**config.mk**
```make
export PLATFORM = sky130hd
export DESIGN_NAME = ptld_sqrt_cell
export DESIGN_NICKNAME = d
export VERILOG_FILES = /design/src/sv/point_to_line_distance_3d_unit_assert.svh /design/src/sv/ptld_pkg.sv /design/src/sv/ptld_sqrt_cell.sv
export SDC_FILE = /design/constraint.sdc
export NUM_CORES = 1
export LEC_CHECK = 0
export BUFFER_PORTS_ARGS = -buffer_cell sky130_fd_sc_hd__buf_2
export CORE_AREA = 2 2 129 131
export CTS_CLUSTER_SIZE = 40
export DETAILED_ROUTE_END_ITERATION = 6
export DIE_AREA = 0 0 131 133
export PLACE_DENSITY = 0.74
export REMOVE_ABC_BUFFERS = 1
export SLEW_MARGIN = 20
export SYNTH_ARGS = -nofsm -noshare
export SYNTH_HDL_FRONTEND = slang
export SYNTH_SLANG_ARGS = --single-unit
```
**constraint.sdc**
```tcl
create_clock -name clk -period 3.3 [get_ports clk]
set_input_delay 0.66 -clock clk [delete_from_list [all_inputs] [get_ports clk]]
set_output_delay 0.66 -clock clk [all_outputs]
set_load 0.03 [all_outputs]
```
**src/sv/point_to_line_distance_3d_unit_assert.svh**
```systemverilog
// assertion macros for the point to line distance unit
// no dependencies; included by the top level only
`ifndef POINT_TO_LINE_DISTANCE_3D_UNIT_ASSERT_SVH
`define POINT_TO_LINE_DISTANCE_3D_UNIT_ASSERT_SVH

// same-cycle implication
`define PTLD_ASSERT_IMPL(lbl, ck, rn, ante, cons) \
  lbl: assert property (@(posedge ck) disable iff (!rn) (ante) |-> (cons)) \
    else $error("ptld assertion failed");

// next-cycle implication
`define PTLD_ASSERT_NEXT(lbl, ck, rn, ante, cons) \
  lbl: assert property (@(posedge ck) disable iff (!rn) (ante) |=> (cons)) \
    else $error("ptld assertion failed");

`endif

```
**src/sv/ptld_pkg.sv**
```systemverilog
// shared types and constants for the point to line distance unit
// no dependencies
package ptld_pkg;

  localparam int COORD_BITS_DEF = 18;
  localparam int FRAC_BITS_DEF  = 6;
  localparam int DEGEN_SCALE    = 10000;

  typedef enum logic [2:0] {
    CFG_END_A_X     = 3'd0,
    CFG_END_A_Y     = 3'd1,
    CFG_END_A_Z     = 3'd2,
    CFG_END_B_X     = 3'd3,
    CFG_END_B_Y     = 3'd4,
    CFG_END_B_Z     = 3'd5,
    CFG_LINE_LENGTH = 3'd6
  } cfg_idx_t;

  typedef struct packed {
    logic valid;
    logic degen;
    logic ovf;
  } ctl_t;

endpackage

```
**src/sv/ptld_sqrt_cell.sv**
```systemverilog
// one digit cell of the restoring square root chain
// depends on ptld_pkg
module ptld_sqrt_cell #(
  parameter int RW = 40
) (
  input  logic             clk,
  input  logic             rst_n,
  input  ptld_pkg::ctl_t   ctl_i,
  input  logic [2*RW-1:0]  x_i,
  input  logic [RW+2:0]    rem_i,
  input  logic [RW-1:0]    root_i,
  output ptld_pkg::ctl_t   ctl_o,
  output logic [2*RW-1:0]  x_o,
  output logic [RW+2:0]    rem_o,
  output logic [RW-1:0]    root_o
);
  import ptld_pkg::*;

  localparam int RMW = RW + 3;

  logic [RMW-1:0] rem_s;
  logic [RMW-1:0] trial;
  logic           ge;

  always_comb begin
    rem_s = {rem_i[RMW-3:0], x_i[2*RW-1 -: 2]};
    trial = RMW'({root_i, 2'b01});
    ge    = rem_s >= trial;
  end

  always_ff @(posedge clk) begin
    if (!rst_n) begin
      ctl_o <= '0;
    end else begin
      ctl_o <= ctl_i;
    end
  end

  always_ff @(posedge clk) begin
    x_o    <= {x_i[2*RW-3:0], 2'b00};
    rem_o  <= ge ? rem_s - trial : rem_s;
    root_o <= {root_i[RW-2:0], ge};
  end

endmodule

```
==> flow_metrics.env, run 1 <==
export IMPL_synth_seq_cells=164
export IMPL_ant_nets=0
export IMPL_routed_wl_um=18320
export IMPL_synth_area_sq_mm=0.006327
export IMPL_dr_pass1_iters=7
export IMPL_p_leak_nw=4.525
export IMPL_max_clock_freq_mhz=346.6
export IMPL_crit_required_ns=3.60
export IMPL_drv_cap=0
export IMPL_synthAdderAreaFrac=0.08305
export IMPL_status="finished, final reports clean"
export IMPL_hold_path_depth=1
export IMPL_synthSimpleGateAreaFrac=0.1022
export IMPL_path_depth=12
export IMPL_synth_top_family_by_area="compound AO/OA/AOI/OAI gates"
export IMPL_vias=5699
export IMPL_synth_edf_count=0
export IMPL_layout_common_cells="buf_2 (329), dfxtp_1 (164), a21oi_1 (74)"
export IMPL_max_slew_margin=0.5488
export IMPL_synth_compound_area_frac=0.1647
export IMPL_cts_sinks=164
export IMPL_ys_warn_count=0
export IMPL_path_class="input port to flip-flop"
export IMPL_antenna_found_initial=2
export IMPL_drive_gt1_frac=0.4084
export IMPL_rows=47
export IMPL_post_cts_resize_count=0
export IMPL_ys_types=57
export IMPL_powerDensity_mw_per_mm2=614.3
export IMPL_synth_mux_area_frac=0.01938
export IMPL_cpMaxStageDelayCell="a2111oi_0"
export IMPL_pin_count=334
export IMPL_cp_max_fo=18
export IMPL_start_util=0.3913
export IMPL_gp_congestion=0.8391
export IMPL_fin_area_sq_mm=0.008982
export IMPL_cp_num_buf_inv=3
export IMPL_worst_hold_startpoint="x_i[9]"
export IMPL_cts_path_max_buffers=2
export IMPL_rsz0062_at_grt="no"
export IMPL_fill_cells=1472
export IMPL_cts_root_buf="clkbuf_16"
export IMPL_vdd_drop_max_v=0.0003355
export IMPL_mostFrequentLayoutCell="buf_2"
export IMPL_synth_top_area_cell="dfxtp_1"
export IMPL_cp_cell_sequence="buf_2 -> ha_1 -> and4_1 -> nand2_1 -> nor4_1 -> a2111oi_0 -> o21ai_1 -> a21o_2 -> buf_12 -> buf_4 -> nor2_1 -> a21oi_1"
export IMPL_die_y_um=133
export IMPL_total_power_mw=5.518
export IMPL_drcViolationCount=0
export IMPL_synthArstFlopShare=0
export IMPL_overflow=0
export IMPL_nNetsFinal=1201
export IMPL_synth_xor_area_frac=0.05675
export IMPL_min_period_ns=2.886
export IMPL_tightest_slew_ns=0.6598
export IMPL_synth_avg_cell_area_sq_um=10.03
export IMPL_setup_viol=0
export IMPL_cts_tree="done"
export IMPL_die_x_um=131
export IMPL_io_buffers=329
export IMPL_cp_top_family="compound AO/OA/AOI/OAI gates"
export IMPL_finalMaxSlewViolations=0
export IMPL_dieArea_sq_mm=0.01742
export IMPL_setup_worst_path_end_class="flip-flop"
export IMPL_crit_arrival_ns=3.19
export IMPL_cts_buffers=17
export IMPL_ys_seq_area_frac=0.5189
export IMPL_fin_tns_setup_ns=0
export IMPL_area_growth_pct=41.96
export IMPL_timing_final_crit_share=0.8744
export IMPL_synth_flop_cell="dfxtp_1"
export IMPL_cts_setup_buffers=0
export IMPL_h_tree_depth=4
export IMPL_grt_max_degree=19
export IMPL_routed_via_density=4.652
export IMPL_synthCells=631
export IMPL_place_area_sq_mm=0.008408
export IMPL_hold_violations=0
export IMPL_wl_per_cell_um=14.95
export IMPL_synthDominantCellAreaShare=0.5189
export IMPL_grt_pass1_wl_um=27110
export IMPL_grt_pass1_vias=5502
export IMPL_synth_area_leaders="dfxtp_1 (52%), ha_1 (8.3%), a21oi_1 (5.9%), xnor2_1 (3.5%), inv_1 (3.1%)"
export IMPL_clk_pin_slew_ns=0.07
export IMPL_dr_first_iter_drc_count=240
export IMPL_grtUsageTotal=0.2025
export IMPL_ctsHoldBuffers=0
export IMPL_crit_start="rem_i[10]"
export IMPL_fp_coreArea_sq_mm=0.01617
export IMPL_holdCritPathClass="input port to flip-flop"
export IMPL_dp_hpwl_um=15060
export IMPL_start_kind="input port"
export IMPL_slowest_delay_ns=0.62
[final timing paths]
check | end | slack [ns]
min | x_o[11]$_DFF_P_ | 0.33
max | rem_o[16]$_DFF_P_ | 0.41
[kinds of logic (layout without fill, tap and decap cells)]
family | after synthesis | count (layout)
XOR/XNOR | 41 | 41
AND/OR/NAND/NOR | 134 | 134
adder cells (fa/ha/maj) | 42 | 42
buffers and inverters | 78 | 450
AO/OA/AOI/OAI | 160 | 160
multiplexers | 11 | 11
other | 1 | 3
flip-flops | 164 | 164
[layer usage]
layer	global-route usage	vias up	wire length (um)
met5	0	-	13
met3	0.06753	16	1548
met2	0.3693	203	9522
li1	-	2884	-
met1	0.2170	2594	7021
met4	0.06383	2	211
[sequential cells by signal (all words and copies together), names as in the netlist]
register and count:
root_o 40, x_o 78, ctl_o 3, rem_o 43
[synth_stat cells (2+ instances only)]
library cell	number
mux2_1	10
nand3_1	11
nor2b_1	4
o22ai_1	3
o21a_1	6
a221oi_1	2
o21ai_0	21
buf_2	8
a21o_1	15
and4_1	3
xnor2_1	25
ha_1	42
dfxtp_1	164
nor2_1	46
and3_1	3
a41o_1	2
o211ai_1	3
inv_1	52
nand2b_1	2
buf_4	3
a21oi_2	2
a31oi_1	4
and2_1	11
nand4_1	13
a21oi_1	74
nand2_1	26
nor3_1	8
clkbuf_1	11
o21ai_1	2
a211oi_2	2
o21bai_1	6
buf_6	4
xor2_1	16
a21boi_0	4
[power by group]
part           switching [mW]  internal (mW)
clock network           0.902           1.00
registers              0.0414           2.17
logic                   0.890          0.511
[layout make-up]
| cell class | instances | area (sq um) | area share |
|---|---|---|---|
| clock buffers | 18 | 429.2 | 0.04778 |
| repair buffers | 366 | 1949 | 0.2170 |
| clock inverters | 14 | 142.6 | 0.01588 |
| well taps | 220 | 275.3 | 0.03064 |
| multi-input cells | 390 | 2705 | 0.3012 |
| diodes | 1 | 2.502 | 0.0002786 |
| flip-flops and latches | 164 | 3283 | 0.3655 |
| inverters | 52 | 195.2 | 0.02173 |
[per-stage QoR]
step	hold WS [ns]	util	instances	worst slack (ns)
2_1_floorplan	0.6877	-	606	-0.6334
3_3_place_gp	0.7622	0.5199	1192	0.07492
3_5_place_dp	0.7636	0.5199	1192	0.03035
4_1_cts	0.3149	0.5553	1224	0.4743
5_1_grt	0.3081	0.5554	1225	0.2431
6_report	0.3321	0.5554	1225	0.4144
No activity file was read; power rests on OpenSTA's default activity.
==> run 2: changes to the inputs <==
Settings changed: PLACE_DENSITY 0.74 to 0.78.
==> run 2 against run 1 <==
First-iteration DRC count is 15% lower. Wire length is 1.7% higher. Global-route usage is 0.072 points higher. Die area stayed put. Total power is 0.69% higher. Critical endpoint is now rem_o[11]$_DFF_P_. Fmax hardly changed. Cell count is 0.49% higher. Cell area is 0.47% higher. Sequential power hardly changed. Count of clock-buffer cells in the layout is 1 lower. Combinational power hardly changed.
==> flow_metrics.env, run 2 (synthesized netlist as in run 1, its figures left out) <==
export IMPL_status="finished, final reports clean"
export IMPL_final_util=0.5581
export IMPL_grt_max_degree=22
export IMPL_cp_max_fo=21
export IMPL_routed_wl_um=18640
export IMPL_ant_nets=0
export IMPL_setup_viol=0
export IMPL_fin_area_sq_mm=0.009025
export IMPL_finalMaxSlewViolations=0
export IMPL_cts_setup_buffers=0
export IMPL_dp_cells=1195
export IMPL_max_slew_margin=0.5603
export IMPL_post_cts_resize_count=0
export IMPL_tightest_slew_ns=0.6429
export IMPL_holdCritPathClass="input port to flip-flop"
export IMPL_hold_violations=0
export IMPL_path_class="input port to flip-flop"
export IMPL_top_register="x_o"
export IMPL_hold_path_depth=1
export IMPL_start_kind="input port"
export IMPL_dieArea_sq_mm=0.01742
export IMPL_wl_per_cell_um=15.14
export IMPL_io_buffers=329
export IMPL_crit_required_ns=3.60
export IMPL_largest_register_ffs=78
export IMPL_ff_latch_area_sq_mm=0.003283
export IMPL_cts_path_max_buffers=2
export IMPL_fill_cells=1483
export IMPL_routed_via_density=4.658
export IMPL_dr_first_iter_drc_count=203
export IMPL_rsz0062_at_grt="no"
export IMPL_vias=5734
export IMPL_ctsHoldBuffers=0
export IMPL_min_period_ns=2.887
export IMPL_clk_pin_slew_ns=0.07
export IMPL_mostFrequentLayoutCell="buf_2"
export IMPL_drive_gt1_frac=0.4111
export IMPL_place_area_sq_mm=0.008431
export IMPL_overflow=0
export IMPL_powerDensity_mw_per_mm2=615.6
export IMPL_dr_pass1_iters=5
export IMPL_drv_cap=0
export IMPL_start_util=0.3913
export IMPL_fp_coreArea_sq_mm=0.01617
export IMPL_setup_worst_path_end_class="flip-flop"
export IMPL_timing_final_crit_share=0.8749
export IMPL_grt_pass1_vias=5484
export IMPL_cts_root_buf="clkbuf_16"
export IMPL_cts_tree="done"
export IMPL_crit_arrival_ns=3.19
export IMPL_grt_pass1_wl_um=27300
export IMPL_dp_hpwl_um=15260
export IMPL_die_x_um=131
export IMPL_vdd_drop_max_v=0.0003424
export IMPL_cts_sinks=164
export IMPL_nNetsFinal=1204
export IMPL_multi_input_area_sq_mm=0.002705
export IMPL_rows=47
export IMPL_h_tree_depth=4
export IMPL_max_clock_freq_mhz=346.3
export IMPL_gp_congestion=0.8526
export IMPL_pin_count=334
export IMPL_p_leak_nw=4.557
export IMPL_grtUsageTotal=0.2032
export IMPL_area_growth_pct=42.63
export IMPL_die_y_um=133
export IMPL_instances_no_fill=1231
export IMPL_reg_top3="x_o x78, rem_o x43, root_o x40"
export IMPL_layout_common_cells="buf_2 (329), dfxtp_1 (164), a21oi_1 (74)"
export IMPL_cts_buffers=17
export IMPL_total_power_mw=5.556
export IMPL_antenna_found_initial=4
export IMPL_drcViolationCount=0
==> run 2: cell types whose count changed in the layout (fill, tap and decap cells not counted) <==
cell,change
buf_4,+3
clkbuf_1,-1
clkinv_2,+1
clkinv_8,+1
clkinvlp_4,-3
diode_2,+3
inv_6,+2
==> run 2: stage by stage <==
stage          setup slack, ns  hold WS (ns)  setup TNS [ns]
6_report                0.4127        0.3348               0
5_1_grt                 0.1865        0.3196               0
4_1_cts                 0.4346        0.3170               0
3_5_place_dp          -0.01106        0.7636        -0.01106
3_3_place_gp           0.05009        0.7626               0
2_1_floorplan          -0.6334        0.6877          -18.87
==> run 2: layout make-up <==
type                    count  share of cell area
diodes                      4            0.001109
clock buffers              17             0.04714
clock inverters            15             0.01761
inverters                  52             0.02163
multi-input cells         390              0.2997
flip-flops and latches    164              0.3638
well taps                 220             0.03050
repair buffers            369              0.2185
==> run 2: worst paths after layout <==
| kind | startpoint | slack (ns) | end |
|---|---|---|---|
| min | x_i[7] | 0.33 | x_o[9]$_DFF_P_ |
| max | root_i[7] | 0.41 | rem_o[11]$_DFF_P_ |
==> run 2: worst max-delay path: stages <==
cell and delay, ns:
buf_2 0.09, inv_1 0.04, ha_1 0.34, nand4_1 0.17, nor2_2 0.07, buf_4 0.14, nand4_1 0.09, nor4_1 0.05
a2111oi_0 0.61, o21ai_1 0.15, a21o_2 0.26, buf_12 0.17, buf_4 0.19, nor2_1 0.11, a21oi_1 0.05
==> run 2: report_power, final <==
part           internal, mW  leakage [nW]  switching [mW]
Clock                  1.01         0.285           0.922
Sequential             2.17          1.38          0.0418
Combinational         0.516          2.89           0.893
==> run 2: layer usage <==
layer  track usage  wire (um)  share of wire
met4       0.06560        324          0.017
met5             0          0              0
met1        0.2214       7287           0.39
met2        0.3618       9359           0.50
met3       0.07319       1663          0.089
