<file path="config.mk">
export PLATFORM = sky130hd
export DESIGN_NAME = ptld_div_cell
export DESIGN_NICKNAME = d
export VERILOG_FILES = /design/src/sv/point_to_line_distance_3d_unit_assert.svh /design/src/sv/ptld_pkg.sv /design/src/sv/ptld_div_cell.sv
export SDC_FILE = /design/constraint.sdc
export NUM_CORES = 1
export LEC_CHECK = 0
export BUFFER_PORTS_ARGS = -buffer_cell sky130_fd_sc_hd__buf_2
export CORE_ASPECT_RATIO = 2
export CORE_MARGIN = 1
export CORE_UTILIZATION = 45
export DETAILED_ROUTE_END_ITERATION = 6
export PLACE_DENSITY = 0.75
export SETUP_SLACK_MARGIN = 0.5
export SYNTH_ARGS = -nofsm -noshare
export SYNTH_HDL_FRONTEND = slang
export SYNTH_SLANG_ARGS = --single-unit
</file>
<file path="constraint.sdc">
create_clock -name clk -period 7.8 [get_ports clk]
set_input_delay 2.34 -clock clk [delete_from_list [all_inputs] [get_ports clk]]
set_output_delay 2.34 -clock clk [all_outputs]
set_load 0.01 [all_outputs]
</file>
<file path="src/sv/point_to_line_distance_3d_unit_assert.svh">
// assertion macros for the point to line distance unit
// no dependencies; included by the top level only
`ifndef POINT_TO_LINE_DISTANCE_3D_UNIT_ASSERT_SVH
`define POINT_TO_LINE_DISTANCE_3D_UNIT_ASSERT_SVH

// same-cycle implication
`define PTLD_ASSERT_IMPL(lbl, ck, rn, ante, cons) \
  lbl: assert property (@(posedge ck) disable iff (!rn) (ante) |-> (cons)) \
    else $error("ptld assertion failed");

// next-cycle implication
`define PTLD_ASSERT_NEXT(lbl, ck, rn, ante, cons) \
  lbl: assert property (@(posedge ck) disable iff (!rn) (ante) |=> (cons)) \
    else $error("ptld assertion failed");

`endif

</file>
<file path="src/sv/ptld_pkg.sv">
// shared types and constants for the point to line distance unit
// no dependencies
package ptld_pkg;

  localparam int COORD_BITS_DEF = 18;
  localparam int FRAC_BITS_DEF  = 6;
  localparam int DEGEN_SCALE    = 10000;

  typedef enum logic [2:0] {
    CFG_END_A_X     = 3'd0,
    CFG_END_A_Y     = 3'd1,
    CFG_END_A_Z     = 3'd2,
    CFG_END_B_X     = 3'd3,
    CFG_END_B_Y     = 3'd4,
    CFG_END_B_Z     = 3'd5,
    CFG_LINE_LENGTH = 3'd6
  } cfg_idx_t;

  typedef struct packed {
    logic valid;
    logic degen;
    logic ovf;
  } ctl_t;

endpackage

</file>
<file path="src/sv/ptld_div_cell.sv">
// one quotient bit cell of the restoring divider chain
// depends on ptld_pkg
module ptld_div_cell #(
  parameter int RW = 40,
  parameter int QB = 20
) (
  input  logic            clk,
  input  logic            rst_n,
  input  ptld_pkg::ctl_t  ctl_i,
  input  logic [RW-1:0]   rem_i,
  input  logic [RW-1:0]   dvs_i,
  input  logic [QB-1:0]   q_i,
  output ptld_pkg::ctl_t  ctl_o,
  output logic [RW-1:0]   rem_o,
  output logic [RW-1:0]   dvs_o,
  output logic [QB-1:0]   q_o
);
  import ptld_pkg::*;

  logic ge;

  assign ge = rem_i >= dvs_i;

  always_ff @(posedge clk) begin
    if (!rst_n) begin
      ctl_o <= '0;
    end else begin
      ctl_o <= ctl_i;
    end
  end

  always_ff @(posedge clk) begin
    rem_o <= ge ? rem_i - dvs_i : rem_i;
    dvs_o <= dvs_i >> 1;
    q_o   <= {q_i[QB-2:0], ge};
  end

endmodule

</file>
==> results of run 1 <==
## power by group
group	total (mW)	leakage [nW]	switching, mW	internal [mW]
logic	0.378	2.30	0.222	0.155
registers	0.584	0.860	0.0123	0.572
clock network	0.435	0.145	0.210	0.224
## kinds of logic after synthesis
logic type	share of synthesized area
compound gates	0.2124
xor+xnor	0.04779
fa+ha+maj	0.1014
buf+inv	0.06364
flops	0.3980
mux	0.008778
other cells	0.0007308
simple gates	0.1673
## how the worst min path moves through the flow
stage	start	to	slack (ns)	cells after the start
3_5_place_dp	q_i[3]	q_o[4]$_DFF_P_	2.44	1
3_3_place_gp	q_i[10]	q_o[11]$_DFF_P_	2.44	1
6_report	q_i[12]	q_o[13]$_DFF_P_	2.09	1
4_1_cts	q_i[12]	q_o[13]$_DFF_P_	2.08	1
5_1_grt	q_i[11]	q_o[12]$_DFF_P_	2.08	1
2_1_floorplan	dvs_i[1]	dvs_o[0]$_DFF_P_	2.37	0
## layer usage
| metal | up-vias | GRT usage | routed length (um) |
|---|---|---|---|
| li1 | 2482 | - | - |
| met1 | 2245 | 0.2438 | 5191 |
| met2 | 174 | 0.4812 | 7994 |
| met3 | 39 | 0.03463 | 566 |
| met4 | 0 | 0.1303 | 566 |
| met5 | - | 0 | 0 |
## placed cells by master (no fill, tap or decap), types with 15 or more instances in the layout
master,n
buf_2,205
nand2_1,62
xnor2_1,15
nor2_1,38
ha_1,40
a21oi_1,40
dfxtp_1,102
nand3_1,19
inv_1,54
a21o_1,16
o21ai_0,48
## registers in the layout, summed over array words and instances, names as in the netlist
register	cells
dvs_o	39
ctl_o	3
rem_o	40
q_o	20
## layout make-up
class / count / area, um2
flip-flops and latches: 102 / 2042
repair buffers: 206 / 1033
clock buffers: 9 / 225.2
clock inverters: 7 / 67.56
well taps: 140 / 175.2
fillers: 1014 / 4498
inverters: 55 / 209.0
multi-input cells: 419 / 2763
## critical path: cells and delay by family
family | cells | cell delay (ns)
buf+inv | 2 | 0.51
simple gates | 3 | 0.85
compound gates | 5 | 1.43
fa+ha+maj | 1 | 0.42
## through the flow
| stage | hold slack [ns] | cells | power (mW) | utilization |
|---|---|---|---|---|
| after floorplan | 2.368 | 597 | 0.8407 | - |
| after global placement | 2.442 | 922 | 0.9663 | 0.5650 |
| final | 2.090 | 938 | 1.397 | 0.5916 |
| after CTS | 2.079 | 938 | 1.412 | 0.5916 |
| after detailed placement | 2.444 | 922 | 0.9740 | 0.5650 |
| after global routing | 2.079 | 938 | 1.477 | 0.5916 |
==> results by group, run 1 <==
Run status
  – Status: finished, final reports clean

Clocking
  – CTS sink cnt: just over 100
  – TritonCTS clock tree: yes
  – CTS Buf Count: 9
  – Root buf cell: clkbuf_16
  – CTS clk-pin slew, worst paths: 0.07 ns
  – Post-CTS resize count: 0
  – Clock Path Buffers: 2
  – Post-CTS setup buffer count: 0
  – H-tree Lvls: 3
  – Hold_buf cts: 0

Timing
  – Fmax: 187.1 MHz
  – Final worst slack: 2.454 ns
  – Unrepaired setup endpoints after global routing: no
  – # setup viols final: 0
  – Sum of negative setup slack: 0 ns
  – Worst-Margin Slew: roughly 0.68 ns
  – Final Critical Period: ~5.3 ns
  – Fin crit share: 0.6854
  – Max-slew violation count: 0
  – Max transition margin: 0.5433
  – Hold Fails Final Rpt: 0

Logic synthesis
  – Synth top area share: 0.3980
  – Cell taking the most area after synthesis: dfxtp_1
  – Top post-synthesis cells by count: dfxtp_1 (102), nand2_1 (62), inv_1 (54), o21ai_0 (48)
  – Synth area leaders: dfxtp_1 (40%), ha_1 (9.8%), o21ai_0 (4.7%)
  – Synth unique cells: 68
  – Number of synthesized register bits: 102
  – Cells after Synth: ~600
  – Register area share after synthesis: 0.3980
  – EDFF count, synth: 0
  – Yosys Warn Count: 0
  – Most used DFF post-synth: dfxtp_1
  – Syn Nets: about 740
  – Syn avg cell area: between 8 and 9 um2
  – Async SR Flop Fraction: 0
  – Synthesized area: between 5000 and 6000 um2
  – Most frequent cell after synthesis: dfxtp_1

Worst setup path
  – Crit-path max cell delay: between 0.5 and 0.6 ns
  – Arrival time worst endpoint: around 5.6 ns
  – Crit path max fanout: 34
  – Worst setup path endpoint: rem_o[21]$_DFF_P_
  – Worst Path Required: around 8 ns
  – CP max-delay cell: a221oi_1
  – Crit path capture type: register
  – Critical path start-end classification: input pin to register
  – Crit path launch: rem_i[36]
  – Critical Path Start Type: input pin
  – Critical-path cell list: buf_2 > ha_1 > and3_1 > a221oi_1 > a22oi_1 > a311oi_2 > a21oi_2 > nand2_2 > buf_4 > nand2_1 > o31ai_1

Final layout
  – Cell area after layout: 6515 um2
  – Layout area overhead: 26.97%
  – Final layout net count: roughly 940
  – Ratio of cells with drive above 1 in the final layout: 0.2995
  – N_diodes: 0

Global routing
  – GRT Overall Usage: 0.2476
  – Total global routing overflow: 0
  – Number of global-route vias before repair: 5132
  – Antenna violations before repair: 0
  – First-pass GRT wire length: between 20000 and 25000 um
  – Largest net degree at the start of global routing: 35

Routing
  – DRT Wirelength: around 14000 um
  – Total number of vias: between 4000 and 5000
  – Post-DR wirelength/cell: about 15 um
  – # DRC: 0
  – Starting DRT DRC Count: between 150 and 200
  – DR pass1 iterations: 4
  – Antenna viol nets, final: 0
  – DR vias/cell: 5.267

Place
  – Routability cong.: 0.9115
  – DP Area: between 6000 and 7000 um2
  – Port Buf Inserts: 205
  – Post-DP HPWL: 11780 um
  – Pre-CTS setup slack: around 2.2 ns

Floorplan
  – Rows: 54
  – Core Box Area: around 11000 um2
  – Die Footprint: 11860 um2
  – I/O pin count: between 200 and 250
  – Die height: around 150 um
  – Initial Util: 0.4659
  – Die X-Extent: between 70 and 80 um

Power and ir drop
  – Pwr/cell area: between 200 and 250 nW/um2
  – Max IR drop VDD: approximately 140 uV
  – Lkg Pwr: roughly 3.3 nW

Job
  – Total of max-cap violations: 0

Worst hold path
  – HP Class: input pin to register
(Power assumes the default switching activity.)
==> run 2, diff against run 1 <==
--- a/config.mk
+++ b/config.mk
@@ -8,9 +8,9 @@
 export BUFFER_PORTS_ARGS = -buffer_cell sky130_fd_sc_hd__buf_2
 export CORE_ASPECT_RATIO = 2
 export CORE_MARGIN = 1
-export CORE_UTILIZATION = 45
+export CORE_UTILIZATION = 44
 export DETAILED_ROUTE_END_ITERATION = 6
-export PLACE_DENSITY = 0.75
+export PLACE_DENSITY = 0.77
 export SETUP_SLACK_MARGIN = 0.5
 export SYNTH_ARGS = -nofsm -noshare
 export SYNTH_HDL_FRONTEND = slang
==> constraint.sdc (replaced) <==
create_clock -name clk -period 4.6 [get_ports clk]
set_input_delay 1.38 -clock clk [delete_from_list [all_inputs] [get_ports clk]]
set_output_delay 1.38 -clock clk [all_outputs]
set_load 0.01 [all_outputs]
==> run 2 against run 1 <==
Power rose by 69%. Cell area rose by 0.54%. Sequential share of layout area fell by 0.17 points. Wire length fell by 5.4%. Clock power rose by 68%. Die area rose by 2.2%. Clock-buffer cell count did not move. Worst setup slack got worse by 1.7 ns. Flip-flop and latch count did not move. Cell count rose by 0.75%. Global-route usage fell by 2.1 points. Critical path depth rose by 1. Critical path type unchanged. Largest cell class unchanged.
==> results by group, run 2 (same netlist as run 1, synthesis figures left out) <==
Final layout
  – Max FFs per register: 40 (unchanged)
  – FF/Latch Area: 2042 um2 (unchanged)
  – Most frequent cells in the layout: buf_2 (205), dfxtp_1 (102), nand2_1 (62), inv_1 (54), o21ai_0 (48)
  – Cell area after layout: 6550 um2 (+0.54%)
  – Layout area overhead: 27.65%
  – Filler cell count: 1089 (+7.4%)
  – Multi-input logic area: 2763 um2 (unchanged)
  – Most flop-heavy register: rem_o
  – Commonest non-fill, non-tap cell in the layout: buf_2
  – Ratio of cells with drive above 1 in the final layout: 0.3039 (+0.004362)
  – Final layout net count: 945 (+0.64%)
  – N_diodes: 0 (unchanged)
  – Non-Filler Instances: 945 (+0.75%)
  – Leading registers by flop count: rem_o (40), dvs_o (39), q_o (20)

Clocking
  – TritonCTS clock tree: yes
  – Post-CTS setup buffer count: 0 (unchanged)
  – Root buf cell: clkbuf_16
  – CTS sink cnt: 102 (unchanged)
  – CTS clk-pin slew, worst paths: 0.07 ns (about the same)
  – Post-CTS resize count: 0 (unchanged)
  – Clock Path Buffers: 2 (unchanged)
  – H-tree Lvls: 3 (unchanged)
  – CTS Buf Count: 9 (unchanged)
  – Hold_buf cts: 0 (unchanged)

Timing
  – Unrepaired setup endpoints after global routing: no
  – Max-slew violation count: 0 (unchanged)
  – Hold Fails Final Rpt: 0 (unchanged)
  – # setup viols final: 0 (unchanged)
  – Worst-Margin Slew: 0.5375 ns (-0.1390 ns)
  – Fmax: roughly 260 MHz
  – Final Critical Period: 3.843 ns
  – Fin crit share: 0.8354
  – Max transition margin: 0.6371 (+0.09388)
  – Sum of negative setup slack: 0 ns (unchanged)

Run status
  – Status: finished, final reports clean

Global routing
  – Number of global-route vias before repair: 4880 (-4.9%)
  – Total global routing overflow: 0 (unchanged)
  – Largest net degree at the start of global routing: 29 (-17%)
  – Antenna violations before repair: 1 (+1)
  – First-pass GRT wire length: 21590 um (-7.9%)
  – GRT Overall Usage: 0.2264 (-0.02116)

Worst setup path
  – CP max-delay cell: a221oi_1
  – Arrival time worst endpoint: 4.10 ns (-1.47 ns)
  – Crit-path max cell delay: 0.38 ns (-0.19 ns)
  – Critical-path cell list: buf_2 > inv_1 > ha_1 > a21o_1 > a221oi_1 > a22oi_1 > a311oi_2 > a21oi_2 > nand2_2 > inv_4 > and4_1 > nor3_1
  – Critical path start-end classification: input pin to register
  – Crit path max fanout: 18 (-47%)
  – Worst Path Required: 4.86 ns (-3.17 ns)
  – Crit path capture type: register
  – Crit path max-delay family: compound AO/OA/AOI/OAI gates
  – Crit path depth: 12 (+1)
  – Crit path buffers/inverters: 3 (+1)
  – Critical Path Start Type: input pin

Power and ir drop
  – Int Power: 1.614 mW (+70%)
  – Combinational share of power: 0.272 (+0.002)
  – Max IR drop VDD: 240.0 uV (+68%)
  – Sequential power share: 0.419 (about the same)
  – Lkg Pwr: 3.324 nW (+0.48%)
  – Total power: 2.362 mW (+69%)
  – Pwr/cell area: 360.5 nW/um2 (+68%)
  – NetSw: 0.7480 mW (+68%)
  – Sw Ratio: 0.3167 (-0.001948)
  – Clock power share: 0.309 (-0.002)

Worst hold path
  – Hold EP: q_o[19]$_DFF_P_
  – HP Class: input pin to register
  – Hold Path Origin: q_i[18]
  – Worst hold stages: 1 (unchanged)

Place
  – Routability cong.: 0.8910 (-2.2%)
  – Post-DP HPWL: 11110 um (-5.7%)
  – Port Buf Inserts: 205 (unchanged)
  – DP Area: 6270 um2 (+0.76%)
  – Total placed cells including tap cells: 930 (+0.87%)

Floorplan
  – Die height: 154.7 um (+1.1%)
  – Core Box Area: 11350 um2 (+3.1%)
  – Initial Util: 0.4519 (-0.01402)
  – Rows: 55 (+1.9%)
  – I/O pin count: 208 (unchanged)
  – Die Footprint: 12120 um2 (+2.2%)
  – Die X-Extent: 78.36 um (+1.1%)

Routing
  – DR vias/cell: 5.238 (-0.54%)
  – # DRC: 0 (unchanged)
  – DR pass1 iterations: 5 (+1)
  – Starting DRT DRC Count: 216 (+43%)
  – Total number of vias: 4950 (+0.20%)
  – DRT Wirelength: 13550 um (-5.4%)
  – Antenna viol nets, final: 0 (unchanged)
  – Post-DR wirelength/cell: 14.33 um (-6.1%)

Job
  – Total of max-cap violations: 0 (unchanged)
-- run 2: cell count changes in the layout (fill, tap and decap cells not counted) --
cell / change
clkinv_2: -1
clkinv_4: -1
buf_4: +6
inv_8: +1
inv_6: -1
clkinv_8: -1
clkinvlp_4: +2
-- run 2: how the worst max path moves through the flow --
| stage | startpoint | to | slack [ns] |
|---|---|---|---|
| 2_1_floorplan | rem_i[0] | rem_o[37]$_DFF_P_ | 0.91 |
| 3_3_place_gp | rem_i[33] | rem_o[34]$_DFF_P_ | 0.40 |
| 3_5_place_dp | dvs_i[33] | rem_o[34]$_DFF_P_ | 0.40 |
| 4_1_cts | dvs_i[33] | rem_o[34]$_DFF_P_ | 0.75 |
| 5_1_grt | dvs_i[10] | rem_o[37]$_DFF_P_ | 0.61 |
| 6_report | dvs_i[33] | rem_o[34]$_DFF_P_ | 0.76 |
-- run 2: area by class of cell --
cell class / count / share of cell area
multi-input combinational: 419 / 0.4218
sequential: 102 / 0.3117
timing repair buffer: 212 / 0.1647
clock buffer: 9 / 0.03438
inverter: 55 / 0.03190
tap: 142 / 0.02713
clock inverter: 6 / 0.008405
-- run 2: power by group through the flow --
| stage | sequential, mW | combinational, mW | clock, mW |
|---|---|---|---|
| 2_1_floorplan | 1.06 | 0.366 | 0 |
| 3_3_place_gp | 1.01 | 0.634 | 0 |
| 3_5_place_dp | 1.01 | 0.642 | 0 |
| 4_1_cts | 0.990 | 0.646 | 0.747 |
| 5_1_grt | 0.998 | 0.713 | 0.780 |
| 6_report | 0.990 | 0.643 | 0.729 |
-- run 2: through the flow --
stage	hold slack [ns]	util	setup slack [ns]
2_1_floorplan	1.408	-	0.9101
3_3_place_gp	1.482	0.5522	0.3982
3_5_place_dp	1.484	0.5522	0.3962
4_1_cts	1.118	0.5769	0.7518
5_1_grt	1.113	0.5769	0.6124
6_report	1.123	0.5769	0.7570
-- run 2: metal layers --
layer / routed length (um) / part of all wire / vias up / global-route usage
met5: 16 / 0.0012 / - / 0
met4: 435 / 0.032 / 2 / 0.1085
met3: 619 / 0.046 / 38 / 0.04012
met2: 7642 / 0.56 / 158 / 0.4482
met1: 4831 / 0.36 / 2269 / 0.2157
li1: - / - / 2483 / -
